===== config.mk =====
export PLATFORM = sky130hd
export DESIGN_NAME = ring_buffer_space_allocator_unit_flat
export DESIGN_NICKNAME = d
export VERILOG_FILES = /design/src/rtl/rbsa_pkg.sv /design/src/rtl/rbsa_if.sv /design/src/rtl/rbsa_core.sv /design/src/rtl/ring_buffer_space_allocator_unit.sv /design/src/flat_wrapper.sv
export VERILOG_INCLUDE_DIRS = /design/src /design/src/rtl
export SDC_FILE = /design/constraint.sdc
export NUM_CORES = 1
export LEC_CHECK = 0
export BUFFER_PORTS_ARGS = -buffer_cell sky130_fd_sc_hd__buf_2
export CAP_MARGIN = 20
export CORE_AREA = 2 2 191 193
export CTS_BUF_LIST = sky130_fd_sc_hd__clkbuf_8
export DETAILED_ROUTE_END_ITERATION = 12
export DIE_AREA = 0 0 193 195
export HOLD_SLACK_MARGIN = 0.15
export PLACE_DENSITY = 0.72
export SYNTH_ARGS = -nofsm -noshare
export SYNTH_HDL_FRONTEND = slang
export SYNTH_SLANG_ARGS = --single-unit

===== constraint.sdc =====
create_clock -name clk -period 12.7 [get_ports clk]
set_clock_uncertainty 0.15 [all_clocks]
set_input_delay 1.27 -clock clk [delete_from_list [all_inputs] [get_ports clk]]
set_output_delay 1.27 -clock clk [all_outputs]
set_load 0.01 [all_outputs]

===== src/rtl/assert_macros.svh =====
// Assertion helpers. The including module must have clk and arst_n in scope.
`ifndef ASSERT_MACROS_SVH
`define ASSERT_MACROS_SVH

// prop must hold at every rising clock edge out of reset
`define CHK_ALWAYS(label, prop, msg) \
	label: assert property (@(posedge clk) disable iff (!arst_n) (prop)) \
		else $error(msg);

// when cond holds, conseq must hold in the next cycle
`define CHK_NEXT(label, cond, conseq, msg) \
	label: assert property (@(posedge clk) disable iff (!arst_n) (cond) |=> (conseq)) \
		else $error(msg);

`endif


===== src/rtl/rbsa_pkg.sv =====
`default_nettype none

package rbsa_pkg;

	localparam int CNT_W = 17;
	localparam int OFS_W = 16;
	localparam int REQ_W = 2;

	localparam logic [REQ_W-1:0] REQ_CHECK = 2'd0;
	localparam logic [REQ_W-1:0] REQ_ALLOC = 2'd1;
	localparam logic [REQ_W-1:0] REQ_FREE  = 2'd2;

	localparam logic [CNT_W-1:0] CNT_MAX = {CNT_W{1'b1}};

	typedef struct packed {
		logic [REQ_W-1:0] req_type;
		logic [CNT_W-1:0] amount;
	} req_t;

	typedef struct packed {
		logic             ok;
		logic [OFS_W-1:0] offset;
		logic [CNT_W-1:0] freed_bytes;
	} res_t;

endpackage

`default_nettype wire


===== src/rtl/rbsa_if.sv =====
`default_nettype none

interface rbsa_if #(
	parameter type payload_t = logic
) ();
	logic     valid;
	logic     ready;
	payload_t data;

	modport source (output valid, output data, input ready);
	modport sink   (input valid, input data, output ready);
endinterface

`default_nettype wire


===== src/rtl/rbsa_core.sv =====
`default_nettype none
`include "assert_macros.svh"

// Position/total state and the combinational decision for one request.
module rbsa_core #(
	parameter int ADDR_BITS = 16
) (
	input  wire logic                       clk,
	input  wire logic                       arst_n,
	input  wire logic                       cfg_we,
	input  wire logic [rbsa_pkg::CNT_W-1:0] cfg_wdata,
	input  wire logic                       adv,
	input  wire rbsa_pkg::req_t             req,
	output rbsa_pkg::res_t                  res
);

	localparam int PW = ADDR_BITS + 1;
	// common compare width: holds positions, sizes and a sum of three counts
	localparam int WW = ((PW > rbsa_pkg::CNT_W) ? PW : rbsa_pkg::CNT_W) + 2;
	localparam logic [WW-1:0] OFS_MASK = (WW'(1) << ADDR_BITS) - WW'(1);

	logic [rbsa_pkg::CNT_W-1:0] size_q;
	logic [PW-1:0]              next_q;
	logic [PW-1:0]              free_q;
	logic [rbsa_pkg::CNT_W-1:0] tot_q;

	logic [PW-1:0]              next_n;
	logic [PW-1:0]              free_n;
	logic [rbsa_pkg::CNT_W-1:0] tot_n;

	logic [WW-1:0] np, fp, bs, amt, tot;
	logic [WW-1:0] tail_np, tail_fp;
	logic          full, fit, wrap;
	logic [WW-1:0] where;

	function automatic logic [WW-1:0] tail(input logic [WW-1:0] pos,
			input logic [WW-1:0] size);
		return (size > pos) ? (size - pos) : '0;
	endfunction

	function automatic logic [rbsa_pkg::CNT_W-1:0] sat(input logic [WW-1:0] v);
		return (v > WW'(rbsa_pkg::CNT_MAX)) ? rbsa_pkg::CNT_MAX : rbsa_pkg::CNT_W'(v);
	endfunction

	assign np  = WW'(next_q);
	assign fp  = WW'(free_q);
	assign bs  = WW'(size_q);
	assign amt = WW'(req.amount);
	assign tot = WW'(tot_q);
	assign tail_np = tail(np, bs);
	assign tail_fp = tail(fp, bs);

	// placement of a block of amt bytes
	always_comb begin
		fit   = 1'b0;
		wrap  = 1'b0;
		where = '0;
		full  = (np == fp) && (tot != '0);
		if (full || amt > bs) begin
			fit = 1'b0;
		end else if (np >= fp) begin
			if (tail_np >= amt) begin
				fit   = 1'b1;
				where = np;
			end else if (fp >= amt) begin
				fit  = 1'b1;
				wrap = 1'b1;
			end
		end else if (fp - np >= amt) begin
			fit   = 1'b1;
			where = np;
		end
	end

	always_comb begin
		logic [WW-1:0] ofs;
		logic [WW-1:0] rel;
		logic [WW-1:0] e;
		logic          linear;
		ofs    = '0;
		rel    = tail_fp + amt;
		e      = fp + amt;
		linear = (fp < np) || ((fp == np) && (tot == '0));
		next_n = next_q;
		free_n = free_q;
		tot_n  = tot_q;
		res    = '0;
		unique case (req.req_type)
			rbsa_pkg::REQ_CHECK, rbsa_pkg::REQ_ALLOC: begin
				if (fit) begin
					res.ok = 1'b1;
					if (req.req_type == rbsa_pkg::REQ_ALLOC) begin
						if (wrap) begin
							tot_n  = sat(tot + tail_np + amt);
							next_n = PW'(amt);
						end else begin
							tot_n  = sat(tot + amt);
							next_n = PW'(np + amt);
							ofs    = where;
						end
					end
				end
			end
			rbsa_pkg::REQ_FREE: begin
				if (tot >= amt) begin
					if (linear) begin
						if (np - fp >= amt) begin
							ofs    = fp;
							tot_n  = rbsa_pkg::CNT_W'(tot - amt);
							free_n = PW'(fp + amt);
						end
					end else if (tail_fp < amt) begin
						// wrapped free: the skipped tail goes too
						if (np >= amt) begin
							tot_n  = (rel > tot) ? '0 : rbsa_pkg::CNT_W'(tot - rel);
							free_n = PW'(amt);
						end
					end else begin
						ofs    = fp;
						tot_n  = rbsa_pkg::CNT_W'(tot - amt);
						free_n = (e == bs) ? '0 : PW'(e);
					end
					if (tot_n == '0) begin
						next_n = '0;
						free_n = '0;
					end
					res.freed_bytes = tot_q - tot_n;
					res.ok          = (res.freed_bytes != '0);
					if (!res.ok) begin
						ofs = '0;
					end
				end
			end
			default: ;
		endcase
		res.offset = rbsa_pkg::OFS_W'(ofs & OFS_MASK);
	end

	always_ff @(posedge clk or negedge arst_n) begin
		if (!arst_n) begin
			size_q <= '0;
			next_q <= '0;
			free_q <= '0;
			tot_q  <= '0;
		end else if (cfg_we) begin
			size_q <= cfg_wdata;
			next_q <= PW'(tot_q);
			free_q <= PW'(tot_q);
		end else if (adv) begin
			next_q <= next_n;
			free_q <= free_n;
			tot_q  <= tot_n;
		end
	end

	`CHK_ALWAYS(a_free_ok, !(adv && req.req_type == rbsa_pkg::REQ_FREE) || (res.ok == (res.freed_bytes != '0)), "free ok does not match released count")
	`CHK_ALWAYS(a_fail_zero, !adv || res.ok || (res.offset == '0 && res.freed_bytes == '0), "failed request carries nonzero fields")
	`CHK_ALWAYS(a_check_pure, !(adv && req.req_type == rbsa_pkg::REQ_CHECK) || (next_n == next_q && free_n == free_q && tot_n == tot_q), "check request changes state")

endmodule

`default_nettype wire


===== src/rtl/ring_buffer_space_allocator_unit.sv =====
// Channel | Dir | Word                                | Accept
// req     | in  | req_type[1:0], amount[16:0]         | valid & ready
// rsp     | out | ok, offset[15:0], freed_bytes[16:0] | valid & ready
// cfg     | in  | cfg_wdata[16:0] = buffer_size       | cfg_we
//
// One request per cycle sustained while rsp takes results; a word taken from req
// goes through the input register, then the result register, where its result
// is presented. The position/total update is a single pass of compares and
// adds between them. A stalled rsp holds the result register; req keeps taking
// words until the input register is also full.
// arst_n clears size, positions, total and both valid flags.
`default_nettype none
`include "assert_macros.svh"

module ring_buffer_space_allocator_unit #(
	parameter int ADDR_BITS = 16
) (
	input wire logic                       clk,
	input wire logic                       arst_n,
	input wire logic                       cfg_we,
	input wire logic [rbsa_pkg::CNT_W-1:0] cfg_wdata,
	rbsa_if.sink                           req,
	rbsa_if.source                         rsp
);

	logic           v_s1;
	rbsa_pkg::req_t req_s1;
	logic           res_v_s2;
	rbsa_pkg::res_t res_s2;
	rbsa_pkg::res_t res_c;
	logic           adv;

	assign adv       = v_s1 && (!res_v_s2 || rsp.ready);
	assign req.ready = !v_s1 || adv;
	assign rsp.valid = res_v_s2;
	assign rsp.data  = res_s2;

	rbsa_core #(
		.ADDR_BITS(ADDR_BITS)
	) u_core (
		.clk      (clk),
		.arst_n   (arst_n),
		.cfg_we   (cfg_we),
		.cfg_wdata(cfg_wdata),
		.adv      (adv),
		.req      (req_s1),
		.res      (res_c)
	);

	always_ff @(posedge clk or negedge arst_n) begin
		if (!arst_n) begin
			v_s1     <= 1'b0;
			res_v_s2 <= 1'b0;
		end else begin
			if (req.ready) begin
				v_s1 <= req.valid;
			end
			if (adv) begin
				res_v_s2 <= 1'b1;
			end else if (rsp.ready) begin
				res_v_s2 <= 1'b0;
			end
		end
	end

	always_ff @(posedge clk) begin
		if (req.valid && req.ready) begin
			req_s1 <= req.data;
		end
		if (adv) begin
			res_s2 <= res_c;
		end
	end

	`CHK_NEXT(a_res_hold, res_v_s2 && !rsp.ready, res_v_s2 && $stable(res_s2), "stalled result changed")
	`CHK_NEXT(a_adv_fill, adv, res_v_s2, "processed word lost before result register")
	`CHK_ALWAYS(a_no_drop, !(v_s1 && !adv) || !req.ready, "input register overwritten while held")

endmodule

`default_nettype wire


===== src/flat_wrapper.sv =====
// flat-port wrapper written by rule: the top's interface ports become plain ports
module ring_buffer_space_allocator_unit_flat 
#(
	parameter int ADDR_BITS = 16
)
  (clk, arst_n, cfg_we, cfg_wdata, req_valid, req_data, req_ready, rsp_valid, rsp_data, rsp_ready);
  rbsa_if #(.payload_t(rbsa_pkg::req_t)) req_i ();
  rbsa_if #(.payload_t(rbsa_pkg::res_t)) rsp_i ();
  input wire logic clk;
  input wire logic arst_n;
  input wire logic cfg_we;
  input wire logic [rbsa_pkg::CNT_W-1:0] cfg_wdata;
  input wire logic [$bits(req_i.valid)-1:0] req_valid;
  input wire logic [$bits(req_i.data)-1:0] req_data;
  output wire logic [$bits(req_i.ready)-1:0] req_ready;
  output wire logic [$bits(rsp_i.valid)-1:0] rsp_valid;
  output wire logic [$bits(rsp_i.data)-1:0] rsp_data;
  input wire logic [$bits(rsp_i.ready)-1:0] rsp_ready;
  assign req_i.valid = req_valid;
  assign req_i.data = req_data;
  assign req_ready = req_i.ready;
  assign rsp_valid = rsp_i.valid;
  assign rsp_data = rsp_i.data;
  assign rsp_i.ready = rsp_ready;
  ring_buffer_space_allocator_unit #(.ADDR_BITS(ADDR_BITS)) u_core (.clk(clk), .arst_n(arst_n), .cfg_we(cfg_we), .cfg_wdata(cfg_wdata), .req(req_i), .rsp(rsp_i));
endmodule

## Yosys cells after proc, flatten, opt, wreduce, memory -nomap -nowiden

Index checks and enable logic that the tools add are counted.

- Flip-flop bits (word level): 123
- Input bits: 41

- Add/subtract/negate cells: 13
- Magnitude comparators: 15
- Equality and inequality tests: 14
- Mux-type cells: 60
- Bitwise gates (word level): 1
- Reductions and logical operators: 26

Operators with widths:

| cell | count |
|---|---|
| two-way mux 17 bit | 30 |
| two-way mux 16 bit | 12 |
| subtractor 17 x 17 -> 18 bit | 4 |
| >= comparator 17 bit | 4 |
| case mux 17 bit (2 select lines) | 2 |
| >= comparator 19 x 17 -> 1 bit | 3 |
| greater-than comparator 17 bit | 3 |
| subtractor 17 bit | 3 |
| adder 19 x 17 -> 19 bit | 2 |
| two-way mux 19 bit | 2 |
| adder 17 x 17 -> 18 bit | 2 |
| == test 17 bit | 2 |
| case mux 16 bit (2 select lines) | 1 |
| adder 17 x 19 -> 19 bit | 1 |
| greater-than comparator 19 x 17 -> 1 bit | 1 |
| greater-than comparator 19 x 17 -> 1 bit, second input constant | 1 |
| zero test 19 bit | 1 |
| < comparator 19 x 17 -> 1 bit | 1 |
| nonzero test 19 bit | 1 |
| == test 18 x 17 -> 1 bit | 1 |
| greater-than comparator 18 x 17 -> 1 bit, second input constant | 1 |
| adder 17 bit | 1 |
| zero test 17 bit | 1 |
| < comparator 17 bit | 1 |
| other kinds (20) | 48 |

## Logic depth before layout (Yosys ltp)

- Depth in word-level cells: 16
- Mapped depth: 54
- Gate-level depth less buffers: 51

## Modules after synthesis

From an unflattened synthesis, not the netlist that was laid out.

- Cell total of the unflattened synthesis: 2438
- Area, all modules: 19628.8 µm²

By module, submodules not included:

| module | times used | cells an instance | area each (µm²) | sequential area each (µm²) |
|---|---|---|---|---|
| rbsa_core | 1 | 2377 | 17933.4 | 1701.6 |
| ring_buffer_space_allocator_unit | 1 | 61 | 1695.4 | 1641.6 |

## Least setup slack after synthesis

OpenSTA, ideal clock, no wires.

- Path type: flip-flop to flip-flop
- Start point: reg u_core.u_core.free_q[1]
- End point: reg u_core.res_s2 (netlist bit u_core.rsp.data[22]) (data pin)
- Arrival time: 10364 ps
- Required time: 12294 ps
- Slack: 1929 ps
- Cell stages (with the launch flop): 47
- Buffers on the path: 2
- Period minus slack after synthesis: 10771 ps
- Path through: dfrtp_1 inv_1 fa_1 a21o_1 nor2b_4 o211a_4 o211a_1 nor2_1 clkbuf_1 nor2_1 ha_1 or3b_1 o21ai_0 o21ai_0 a221o_1 a21oi_1 o31ai_1 a211o_1 (+11 left out) or3b_1 o21ai_1 a221oi_1 or2_2 ha_1 a21boi_0 o21ai_0 a21boi_0 o21ai_0 a21oi_1 o41ai_1 o21ai_0 a311oi_1 o2111ai_1 o21ai_0 nor2_1 clkbuf_1 a22o_1

RTL lines:

| item | line | text |
|---|---|---|
| start: declaration | rbsa_core.sv:24 | `logic [PW-1:0] free_q;` |
| start signal: assignment | rbsa_core.sv:148 | `free_q <= PW'(tot_q);` |
| start signal: assignment | rbsa_core.sv:151 | `free_q <= free_n;` |
| end signal: assignment | ring_buffer_space_allocator_unit.sv:71 | `res_s2 <= res_c;` |
| end: declaration | ring_buffer_space_allocator_unit.sv:29 | `rbsa_pkg::res_t res_s2;` |

==> reports/metrics.cfg <==
[status]
status=completed

[worst_setup_path]
cp_top_family=compound AO/OA/AOI/OAI gates
arrival_ns=11.97
critPathKind=flip-flop to flip-flop
cp_max_fo=15
rr_startpoint=u_core.u_core.free_q[0]$_DFFE_PN0P_
cp_num_buf_inv=3
required_ns=12.78
r2r_setup_slack_ns=0.82
cpPeakStageDelay_ns=0.53
critical_path.endpoint_type=flip-flop
worstSetupStartpointType=flip-flop
crit_path_start=u_core.u_core.free_q[0]$_DFFE_PN0P_
critPathSlowestCell=dfrtp_1

[global_routing]
grt_start_max_net_pins=60
grt_pass1_vias=18500
track_usage_pct=42.2
grt_overflow=0
antenna_found_initial=1
grt_pass1_wl_um=117000

[synthesis]
synthArstFlopShare_pct=56.9
yosysWarnings=0
synthesis.area_um2=19300
yosysMostFrequentCell=ha_1
ys_types=91
synth_fp_nets=2762
ys_seq_area_share_pct=17.3
synth_commonest_cells=ha_1, inv_1, nor2_1, a21oi_1, o21ai_0
synth.avg_cell_area_um2=8.20
synthCells=2356
synthTopCellsByArea=ha_1, dfrtp_1, edfxtp_1
ys_seq_elements=123
synth-edff-count=53
synth_top_area_share_pct=21.8
synth_top_area_cell=ha_1
ys.flop_type=dfrtp_1

[clock_network]
cts_root_buf=clkbuf_8
cts.repair.resized=0
cts_buffers=17
cts_max_level=4
holdBufCountCts=0
clock_sinks=123
clock_latency_ns=0.49
cts_tree=done
clock_path_buffers=2
cts_setup_buffers=0
clk_pin_slew_worst_paths_ns=0.10

[sta]
rsz0062_at_grt=no
post-route-period-util_pct=93.6
tightest_slew_ns=1.19
finalHoldViolations=0
setup_tns_ns=0
fmax_mhz=84.2
drv_slew=0
setup_viol=0
max_slew_margin_pct=19.8
period_needed_ns=11.88

[flow_run]
drv_cap=0

[routing]
routed_wl_um=79100
ant_nets=0
via_per_inst=6.66
drtIter0Drc=2359
first_pass_iters=6
via_count=19400
wire_per_inst_um=27.1
drc_errors=0

[worst_hold_path]
worst_hold_path_type=flip-flop to flip-flop
min_from=u_core.v_s1$_DFFE_PN0N_

[placement]
io_buffers=76
hpwlAfterDp_um=62500
place.gp.congestion=1.12

[floorplan]
io_pins=77
rows=69
start_util_pct=54.6
core_um2=35400
die_y_um=195
chipWidth_um=193
dieArea_um2=37600

[finish]
nFillCells=3275
layout-drive-gt1-share_pct=8.44
n_antenna_cell=0
post-route-util_pct=59.1
area_growth_pct=8.36
num-nets-final=2847

## flip-flops by register name, indices dropped and copies added, names as in the netlist
signal,flops
u_core.v_s1,1
u_core.u_core.size_q,17
u_core.rsp.valid,1
u_core.u_core.next_q,17
u_core.rsp.data,34
u_core.u_core.tot_q,17
u_core.u_core.free_q,17
u_core.req_s1,19
## layout make-up
class                      instances  area, µm²  share of cell area [%]
multi-input combinational       1960      15000                    71.6
clock inverter                    15        173                   0.825
inverter                         205        769                    3.68
clock buffer                      17        234                    1.12
timing repair buffer             134        841                    4.02
tap                              461        577                    2.76
sequential                       123       3340                    16.0
## per-layer routing
metal,vias to the layer above,track usage (%),share of wire [%]
li1,8770,-,-
met1,9208,58.1,41
met2,1219,59.6,40
met3,211,13.9,14
met4,2,19.1,5.3
met5,-,0,0.013
## metrics by stage
step / instance area, µm² / std cells / setup slack [ns] / hold slack [ns]
final: 20900 / 2915 / 0.819 / 0.391
after global routing: 20900 / 2915 / 0.126 / 0.447
after detailed placement: 20400 / 2876 / 0.417 / 0.367
after floorplan: 19300 / 2356 / 1.93 / 0.307
after CTS: 20800 / 2908 / 0.292 / 0.399
after global placement: 20400 / 2874 / 0.878 / 0.324
## cells by family (layout without fill, tap and decap cells)
logic type,after synthesis,after routing,synth area share [%]
compound gates,755,755,26.7
xor+xnor,174,174,8.03
fa+ha+maj,366,366,24.8
buf+inv,273,371,5.42
flops,123,123,17.3
mux,20,20,1.15
simple gates,645,645,16.6
## final timing paths
| check | endpoint | cells after the start |
|---|---|---|
| setup reg to reg | u_core.rsp.data[26]$_DFFE_PP_ | 48 |
| setup / recovery | u_core.rsp.data[26]$_DFFE_PP_ | 48 |
| max in group asynchronous | u_core.u_core.tot_q[11]$_DFFE_PN0P_ | 2 |
| hold / removal | u_core.rsp.valid$_DFFE_PN0P_ | 1 |
| min in group asynchronous | u_core.u_core.size_q[4]$_DFFE_PN0P_ | 1 |
| hold reg to reg | u_core.rsp.valid$_DFFE_PN0P_ | 1 |
## layout by cell type (no fill, tap or decap), types with 15 or more instances in the layout
master	count
nand3_1	41
and2_1	25
nor3_1	43
nand2b_1	41
or3_1	15
xor2_1	44
inv_1	205
a221o_1	26
nor2b_1	41
a22o_1	35
a211oi_1	21
xnor2_1	128
clkbuf_8	18
o21a_1	32
a21o_1	60
nor4_1	15
o211ai_1	17
buf_4	54
fa_1	28
dfrtp_1	69
nand4_1	40
a21oi_1	189
edfxtp_1	53
o21ai_0	134
o31ai_1	20
o21bai_1	55
nor2_1	193
ha_1	337
buf_2	75
nand2_1	134
Power is not shown: default switching activity piles up to over one toggle a cycle in this logic, so the estimate is an artifact.
